File: config.mk
export PLATFORM = sky130hd
export DESIGN_NAME = keypad_code_entry
export DESIGN_NICKNAME = d
export VERILOG_FILES = /design/src/rtl/core/kce_pkg.sv /design/src/rtl/core/keypad_code_entry.sv /design/src/rtl/core/kce_engine.sv
export SDC_FILE = /design/constraint.sdc
export NUM_CORES = 1
export LEC_CHECK = 0
export ABC_AREA = 1
export BUFFER_PORTS_ARGS = -buffer_cell sky130_fd_sc_hd__buf_2
export CORE_ASPECT_RATIO = 0.8
export CORE_UTILIZATION = 60
export DETAILED_ROUTE_END_ITERATION = 8
export PLACE_DENSITY = 0.79
export SLEW_MARGIN = 25
export SYNTH_ARGS = -nofsm -noshare
export SYNTH_HDL_FRONTEND = slang
export SYNTH_SLANG_ARGS = --single-unit
File: constraint.sdc
create_clock -name clk -period 11.35 [get_ports clk]
set_clock_uncertainty 0.05 [all_clocks]
set_input_delay 0.5675 -clock clk [delete_from_list [all_inputs] [get_ports clk]]
set_output_delay 0.5675 -clock clk [all_outputs]
set_load 0.05 [all_outputs]
File: src/rtl/core/kce_pkg.sv
package kce_pkg;

  localparam int unsigned DIGITS      = 4;
  localparam int unsigned DIGIT_W     = 4;
  localparam int unsigned MATRIX_W    = 16;
  localparam int unsigned TIME_W      = 32;
  localparam int unsigned CODE_W      = 4;
  localparam int unsigned VALUE_W     = 14;
  localparam int unsigned ACC_W       = 32;
  localparam int unsigned CFG_IDX_W   = 1;
  localparam int unsigned CFG_DATA_W  = 32;
  localparam int unsigned IN_DATA_W   = 48;
  localparam int unsigned OUT_DATA_W  = 40;

  localparam logic [CODE_W-1:0]    DIGIT_LIMIT   = CODE_W'(10);
  localparam logic [TIME_W-1:0]    LOCKOUT_RESET = TIME_W'(250);
  localparam logic [CODE_W-1:0]    ENTER_RESET   = CODE_W'(15);

  localparam logic [CFG_IDX_W-1:0] REG_LOCKOUT = CFG_IDX_W'(0);
  localparam logic [CFG_IDX_W-1:0] REG_ENTER   = CFG_IDX_W'(1);

  localparam logic [15:0][CODE_W-1:0] KEY_TABLE = {
    4'hD, 4'hF, 4'h0, 4'hE, 4'hC, 4'h9, 4'h8, 4'h7,
    4'hB, 4'h6, 4'h5, 4'h4, 4'hA, 4'h3, 4'h2, 4'h1
  };

  typedef logic [DIGITS-1:0][DIGIT_W-1:0] digit_buf_t;

  typedef struct packed {
    logic [TIME_W-1:0]   now_time;
    logic [MATRIX_W-1:0] key_matrix;
  } in_item_t;

  typedef struct packed {
    logic [VALUE_W-1:0] current_code;
    logic [VALUE_W-1:0] entered_value;
    logic               enter_accepted;
    logic               digit_accepted;
    logic [CODE_W-1:0]  key_code;
    logic               key_present;
  } result_t;

  typedef struct packed {
    logic              hit;
    logic [CODE_W-1:0] code;
  } scan_t;

  // Row 0 has priority; within a row the highest column wins.
  function automatic scan_t scan_matrix(input logic [MATRIX_W-1:0] m);
    scan_t s;
    s.hit  = 1'b0;
    s.code = '0;
    for (int row = 3; row >= 0; row--) begin
      for (int col = 0; col < 4; col++) begin
        if (m[4*row+col]) begin
          s.hit  = 1'b1;
          s.code = KEY_TABLE[4*row+col];
        end
      end
    end
    return s;
  endfunction

  // Digit DIGITS-1 is the most significant.
  function automatic logic [VALUE_W-1:0] buffer_value(input digit_buf_t b);
    logic [ACC_W-1:0] v;
    v = '0;
    for (int i = DIGITS - 1; i >= 0; i--) begin
      v = ACC_W'(v * ACC_W'(10)) + ACC_W'(b[i]);
    end
    return v[VALUE_W-1:0];
  endfunction

endpackage

File: src/rtl/core/keypad_code_entry.sv
// Channel  Direction  Handshake              Payload
// in_      request    in_tvalid/in_tready    in_tdata: key_matrix, now_time
// out_     result     out_tvalid/out_tready  out_tdata: key_present .. current_code
// cfg_     write      cfg_valid/cfg_ready    cfg_index, cfg_data
//
// One request per clock is sustained while the output is not stalled; a result
// passes through the input register and then the result register.
// Synchronous active-low reset clears the buffer, the last press time, both
// configuration registers to their defaults, and all valid flags.
// A stalled output holds the result register; the input side keeps accepting
// until the input register is also full.
module keypad_code_entry (
  input  logic                            clk,
  input  logic                            rst_n,
  input  logic                            in_tvalid,
  output logic                            in_tready,
  // [15:0] key_matrix, [47:16] now_time
  input  logic [kce_pkg::IN_DATA_W-1:0]   in_tdata,
  output logic                            out_tvalid,
  input  logic                            out_tready,
  // [0] key_present, [4:1] key_code, [5] digit_accepted, [6] enter_accepted,
  // [20:7] entered_value, [34:21] current_code, [39:35] zero
  output logic [kce_pkg::OUT_DATA_W-1:0]  out_tdata,
  input  logic                            cfg_valid,
  output logic                            cfg_ready,
  input  logic [kce_pkg::CFG_IDX_W-1:0]   cfg_index,
  input  logic [kce_pkg::CFG_DATA_W-1:0]  cfg_data
);
  import kce_pkg::*;

  logic              in_valid_r;
  in_item_t          in_item_r;
  logic              out_valid_r;
  result_t           out_res_r;
  result_t           res;
  logic              advance;
  logic [TIME_W-1:0] lockout_r;
  logic [CODE_W-1:0] enter_key_r;

  assign advance   = in_valid_r && (!out_valid_r || out_tready);
  assign in_tready = !in_valid_r || advance;
  assign cfg_ready = 1'b1;

  always_ff @(posedge clk) begin
    if (!rst_n) begin
      in_valid_r <= 1'b0;
    end else if (in_tready) begin
      in_valid_r <= in_tvalid;
    end
  end

  always_ff @(posedge clk) begin
    if (in_tready && in_tvalid) begin
      in_item_r <= in_item_t'(in_tdata);
    end
  end

  always_ff @(posedge clk) begin
    if (!rst_n) begin
      out_valid_r <= 1'b0;
    end else if (advance) begin
      out_valid_r <= 1'b1;
    end else if (out_tready) begin
      out_valid_r <= 1'b0;
    end
  end

  always_ff @(posedge clk) begin
    if (advance) begin
      out_res_r <= res;
    end
  end

  always_ff @(posedge clk) begin
    if (!rst_n) begin
      lockout_r   <= LOCKOUT_RESET;
      enter_key_r <= ENTER_RESET;
    end else if (cfg_valid && cfg_ready) begin
      case (cfg_index)
        REG_LOCKOUT: lockout_r   <= cfg_data[TIME_W-1:0];
        REG_ENTER:   enter_key_r <= cfg_data[CODE_W-1:0];
        default:     ;
      endcase
    end
  end

  kce_engine u_engine (
    .clk           (clk),
    .rst_n         (rst_n),
    .step          (advance),
    .item          (in_item_r),
    .lockout_ticks (lockout_r),
    .enter_key     (enter_key_r),
    .result        (res)
  );

  assign out_tvalid = out_valid_r;
  assign out_tdata  = {(OUT_DATA_W - $bits(result_t))'(0), out_res_r};

endmodule

File: src/rtl/core/kce_engine.sv
module kce_engine (
  input  logic                  clk,
  input  logic                  rst_n,
  input  logic                  step,
  input  kce_pkg::in_item_t     item,
  input  logic [31:0]           lockout_ticks,
  input  logic [3:0]            enter_key,
  output kce_pkg::result_t      result
);
  import kce_pkg::*;

  digit_buf_t        digits_r, digits_nxt;
  logic [TIME_W-1:0] last_press_r, last_press_nxt;
  scan_t             hit;
  logic [TIME_W-1:0] elapsed;
  logic              timely;
  logic              is_digit;
  logic              digit_ok;
  logic              enter_ok;

  assign hit      = scan_matrix(item.key_matrix);
  assign elapsed  = item.now_time - last_press_r;
  assign timely   = elapsed > lockout_ticks;
  assign is_digit = hit.code < DIGIT_LIMIT;

  always_comb begin
    digits_nxt     = digits_r;
    last_press_nxt = last_press_r;
    digit_ok       = 1'b0;
    enter_ok       = 1'b0;
    if (hit.hit && is_digit && timely) begin
      if (hit.code != enter_key) begin
        for (int i = DIGITS - 1; i > 0; i--) begin
          digits_nxt[i] = digits_r[i-1];
        end
        digits_nxt[0] = hit.code;
        digit_ok      = 1'b1;
      end
      last_press_nxt = item.now_time;
    end else if (hit.hit && hit.code == enter_key && timely) begin
      digits_nxt     = '0;
      enter_ok       = 1'b1;
      last_press_nxt = item.now_time;
    end
  end

  // Digit index DIGITS-1 holds the oldest digit, index 0 the newest.
  always_comb begin
    result.key_present    = hit.hit;
    result.key_code       = hit.hit ? hit.code : '0;
    result.digit_accepted = digit_ok;
    result.enter_accepted = enter_ok;
    result.entered_value  = enter_ok ? buffer_value(digits_r) : '0;
    result.current_code   = buffer_value(digits_nxt);
  end

  always_ff @(posedge clk) begin
    if (!rst_n) begin
      digits_r     <= '0;
      last_press_r <= '0;
    end else if (step) begin
      digits_r     <= digits_nxt;
      last_press_r <= last_press_nxt;
    end
  end

  a_excl: assert property (@(posedge clk) disable iff (!rst_n)
    step |-> !(result.digit_accepted && result.enter_accepted))
    else $error("digit and enter accepted together");

  a_enter_clears: assert property (@(posedge clk) disable iff (!rst_n)
    step && result.enter_accepted |-> result.current_code == '0)
    else $error("enter did not clear the buffer");

  a_press_time: assert property (@(posedge clk) disable iff (!rst_n)
    step && (result.digit_accepted || result.enter_accepted)
      |=> last_press_r == $past(item.now_time))
    else $error("last press time not updated");

  a_lockout: assert property (@(posedge clk) disable iff (!rst_n)
    step && (result.digit_accepted || result.enter_accepted)
      |-> timely && result.key_present)
    else $error("press accepted without a timely key");

endmodule

Word level (Yosys, flattened, before mapping) --
Cells that the tools add are included.
Storage, ports and cells: register bits 169, bits in latches 0, memory bits (writable) 0, memory bits (read-only) 0, input bits 86, output and inout port bits 43, memories 0
Operators by class: $add $sub $neg 7, multiply operators 6, div/mod/pow operators 0, magnitude comparators 2, eq/ne operators 2, shifts and indexed selects 0, multiplexer cells 26, bitwise gates (word level) 1, reduce and logical (&&, ||, !) cells 15
Operators with widths (count):
- $add 32x4->32 | 4
- $mux 5 | 16
- $mul 32x3->13 const B | 2
- $mul 32x3->31 const B | 2
- $mux 32 | 2
- $mux 16 | 3
- $gt 32x32->1 | 1
- $sub 32x32->32 | 1
- $add 14x4->14 | 2
- $mul 4x3->7 const B | 2
- $logic_and 1x1->1 | 6
- $reduce_and 2->1 | 3
- $mux 1 | 5
- $eq 4x4->1 | 1
- $lt 4x4->1 const B | 1
- $ne 4x4->1 | 1
- $reduce_bool 2->1 | 2
- $logic_not 1->1 | 2
- $logic_or 1x1->1 | 2
- $not 1->1 | 1

Depth between registers and ports, before layout --
word-level depth 27, mapped depth 65, gate-level depth less buffers 65

Hierarchy --
Synthesis repeated with hierarchy kept, for this count alone.
Second synthesis, totals: cell total of the unflattened synthesis 1468, area total of the unflattened synthesis 11961.5 sq um
By module, submodules not included:
- kce_engine | instances 1, cells each 1149, area an instance 7850.0 sq um
- keypad_code_entry | instances 1, cells each 319, area an instance 4111.4 sq um

Worst setup path after synthesis --
Ideal clock, no wire load.
kind register -> register, start point register in_item_r[16] in the netlist's numbering, end point register out_res_r (netlist bit out_tdata[34]), data pin, library setup time 253 ps, arrival time 8734 ps, required time 11047 ps, path slack 2313 ps, stages on the path, launching flop included 58, path buffers 0, cells stage by stage edfxtp_1 > inv_1 > ha_1 > inv_1 > fa_1 > nand3_1 > nand2_1 > a21oi_1 > o21ai_1 > a21oi_1 > o21ai_2 > nand2_1 > nand2_1 > a21boi_1 > o21ai_0 > nand3_1 > nand2_1 > xor2_1 > (+22 left out) > a21oi_1 > nand2_1 > xor2_1 > inv_1 > nor4_1 > xor2_1 > inv_1 > ha_1 > ha_1 > inv_1 > xor2_1 > or3b_1 > nor2_1 > inv_1 > nor2_1 > nand3_1 > nand3_1 > nand2_1
RTL lines:
- start: declaration | RTL line keypad_code_entry.sv:32 | in_item_t in_item_r;
- start signal: assignment | RTL line keypad_code_entry.sv:54 | in_item_r <= in_item_t'(in_tdata);
- end signal: assignment | RTL line keypad_code_entry.sv:70 | out_res_r <= res;
- end: declaration | RTL line keypad_code_entry.sv:34 | result_t out_res_r;

==> reports/qor.yml <==
leakagePower_nw: 6.26
pwr-share-clk_pct: 27.1
post-route-period-util_pct: 91.5
placed_cells: 1780
endpoint_kind: "flop"
wl_per_cell_um: 13.7
path_class: "reg2reg"
avgSynthCellArea_um2: 8.33
p_switching_w: 0.000832
area.growth.synth_to_final_pct: 12.0
drv_slew: 0
max_stage_delay_ps: 550
vias: 9660
seq_area_um2: 4210
critPathTopFamily: "simple AND/OR/NAND/NOR gates"
timing.hold.worst_endpoint: "in_item_r[14]"
grt-ovfl-total: 0
r2r_end: "out_tdata[34]"
syn_inst: 1424
synth.area.top_cells: "edfxtp_1 (21%), ha_1 (16%), dfxtp_1 (15%)"
power.density_nw_per_um2: 161
hp-start: "in_tdata[14]"
drive_gt1_share_pct: 12.9
ys_ff_latch: 169
critical_path_buf_inv_count: 9
fin_nets: 1795
arrival_ps: 10530
grt_pass1_vias: 9382
grt_usage_pct: 25.7
tritoncts.num_buffers: 17
antenna_found_initial: 0
synth_compound_area_share_pct: 15.1
hold_class: "in2reg"
worstPathRequired_ps: 11490
clock_latency_ps: 450
r2r_setup_slack_ps: 960
drv_cap: 0
dp_hpwl_um: 19100
run_status: "completed"
setup_violations: 0
netSwitchingFraction_pct: 39.0
path_depth: 58
slew_headroom_pct: 42.2
synth_edf_count: 83
yosysTopAreaCell: "edfxtp_1"
ctsHoldBuffers: 0
crit_fanout: 10
grt_pass1_wl_um: 42600
ctsLongestPathBuffers: 2
vdd_drop_max_mv: 0.118
cp_slowest_cell: "fa_1"
clk_pin_slew_worst_paths_ps: 80
pwr-share-seq_pct: 33.9
synth_top_family_by_area: "adder cells"
postLayoutCoreUtil_pct: 69.4
grt_max_degree: 77
fin_crit_ps: 10390
hold_depth: 1
drtIter0Drc: 610
cts_num_sinks: 169
worst_slack_ps: 964
drtPass1Iterations: 5
ios: 129
die-area_um2: 20300
startpoint_type: "flop"
clock.fmax_mhz: 96.3
yosys.cell_types.count: 57
synth_xor_area_share_pct: 6.71
routed_wl_um: 24800
viasPerCell: 5.33
multi_input_area_um2: 6640
cts_tree: "yes"
synth_ff_type: "dfxtp_1"
setup_tns_ps: 0
synthAdderAreaFrac_pct: 18.5
synth.mux.area_fraction_pct: 0
yosysTopAreaCellShare_pct: 21.0
yosysWarningCount: 0
diodes: 0
pre_cts_slack_ps: 1120
cts_resized: 0
tightestPinTransition_ps: 866
dieHeight_um: 128
post_cts_buffers: 0
rows: 45
die_w_um: 159
p_comb_share_pct: 39.0
core-area_um2: 19100
final_cells: 1812
netlist_area_um2: 11900
ys_seq_area_share_pct: 35.5
rr_worst_depth: 58
hold_violations: 0
io_buffers: 122
antenna_left: 0
synth-async-reset-ratio_pct: 0
yosys.area_share.simple_pct: 15.4
rsz0062_at_grt: "no"
num-fill-cells: 1592
cts_root_buf: "clkbuf_16"
r2r_start: "in_item_r[16]"
timing.hold.ws_ps: 239
start_util_pct: 62.0
drc: 0
crit_path_frequent_cell: "nand2_1"
power.internal_w: 0.00130
gp_congestion: 0.900
h-tree-depth: 4
cell usage in the layout (no fill, tap or decap), types with 5 or more instances in the layout:
cell / instances
buf_2: 122
dfxtp_1: 86
a21oi_1: 162
o211ai_1: 11
a21o_1: 7
nand3b_1: 5
xnor2_1: 29
a31oi_1: 7
nand4_1: 10
fa_1: 13
edfxtp_1: 83
nor2_1: 69
conb_1: 6
o22ai_1: 7
clkbuf_16: 17
nor3_1: 13
o21ai_1: 6
inv_2: 5
nand2_1: 209
xor2_1: 60
ha_1: 155
nand3_1: 52
inv_1: 223
o21ai_0: 107
or2_2: 6
nor4_1: 9
nand2_2: 8
layer usage:
metal	GRT usage, %	routed length, µm	vias to the layer above
met5	0	0	-
met4	8.31	419	0
met3	3.49	1050	35
met2	44.7	11800	245
met1	33.3	11500	4367
li1	-	-	5013
synthesized netlist by cell type, types with 4 or more instances:
| cell | instances |
|---|---|
| a21oi_1 | 162 |
| or2_2 | 6 |
| a21o_1 | 7 |
| nor4_1 | 9 |
| nor2_1 | 69 |
| ha_1 | 155 |
| clkbuf_1 | 17 |
| nand4_1 | 10 |
| nand3_1 | 52 |
| buf_4 | 6 |
| o211ai_1 | 11 |
| nand3b_1 | 5 |
| o21ai_1 | 6 |
| o22ai_1 | 7 |
| dfxtp_1 | 86 |
| edfxtp_1 | 83 |
| inv_1 | 225 |
| nor3_1 | 13 |
| a31oi_1 | 7 |
| xor2_1 | 60 |
| nand2_2 | 9 |
| buf_2 | 7 |
| nand2_1 | 209 |
| fa_1 | 13 |
| o21ai_0 | 107 |
| inv_2 | 4 |
| xnor2_1 | 29 |
area by class of cell:
class	instances	area share, %
Timing Repair Buffer	126	4.82
Sequential cell	169	31.7
Clock inverter	13	1.12
Inverter	230	6.51
Clock buffer	19	3.34
Multi-Input combinational cell	997	50.0
Tap cell	258	2.43
sequential cells by signal, summed over array words and instances, names as in the netlist:
signal	cells
out_tvalid	1
in_valid_r	1
out_tdata	35
lockout_r	32
enter_key_r	4
u_engine.last_press_r	32
u_engine.digits_r	16
in_item_r	48
cells by family after synthesis:
group,Yosys count
simple gates,403
flops,169
compound gates,330
buf+inv,262
xor+xnor,90
fa+ha+maj,168
other cells,2
through the flow:
step / area, µm² / total power, W
floorplan: 11900 / 0.00139
global placement: 12700 / 0.00153
detailed placement: 12700 / 0.00156
CTS: 13300 / 0.00214
global route: 13300 / 0.00229
finish: 13300 / 0.00214
power by group through the flow:
stage,logic [W],registers (W),clock network [W]
2_1_floorplan,0.000599,0.000790,0
3_3_place_gp,0.000796,0.000735,0
3_5_place_dp,0.000819,0.000737,0
4_1_cts,0.000832,0.000723,0.000587
5_1_grt,0.000951,0.000728,0.000609
6_report,0.000834,0.000723,0.000579
worst max path at each step:
stage / start / end
final: in_item_r[16] / out_tdata[34]
after global routing: in_item_r[16] / out_tdata[34]
after CTS: in_item_r[16] / out_tdata[34]
after detailed placement: in_item_r[16] / out_tdata[34]
after global placement: in_item_r[16] / out_tdata[34]
after floorplan: in_item_r[16] / out_tdata[34]
No activity file was read; power rests on OpenSTA's default activity.
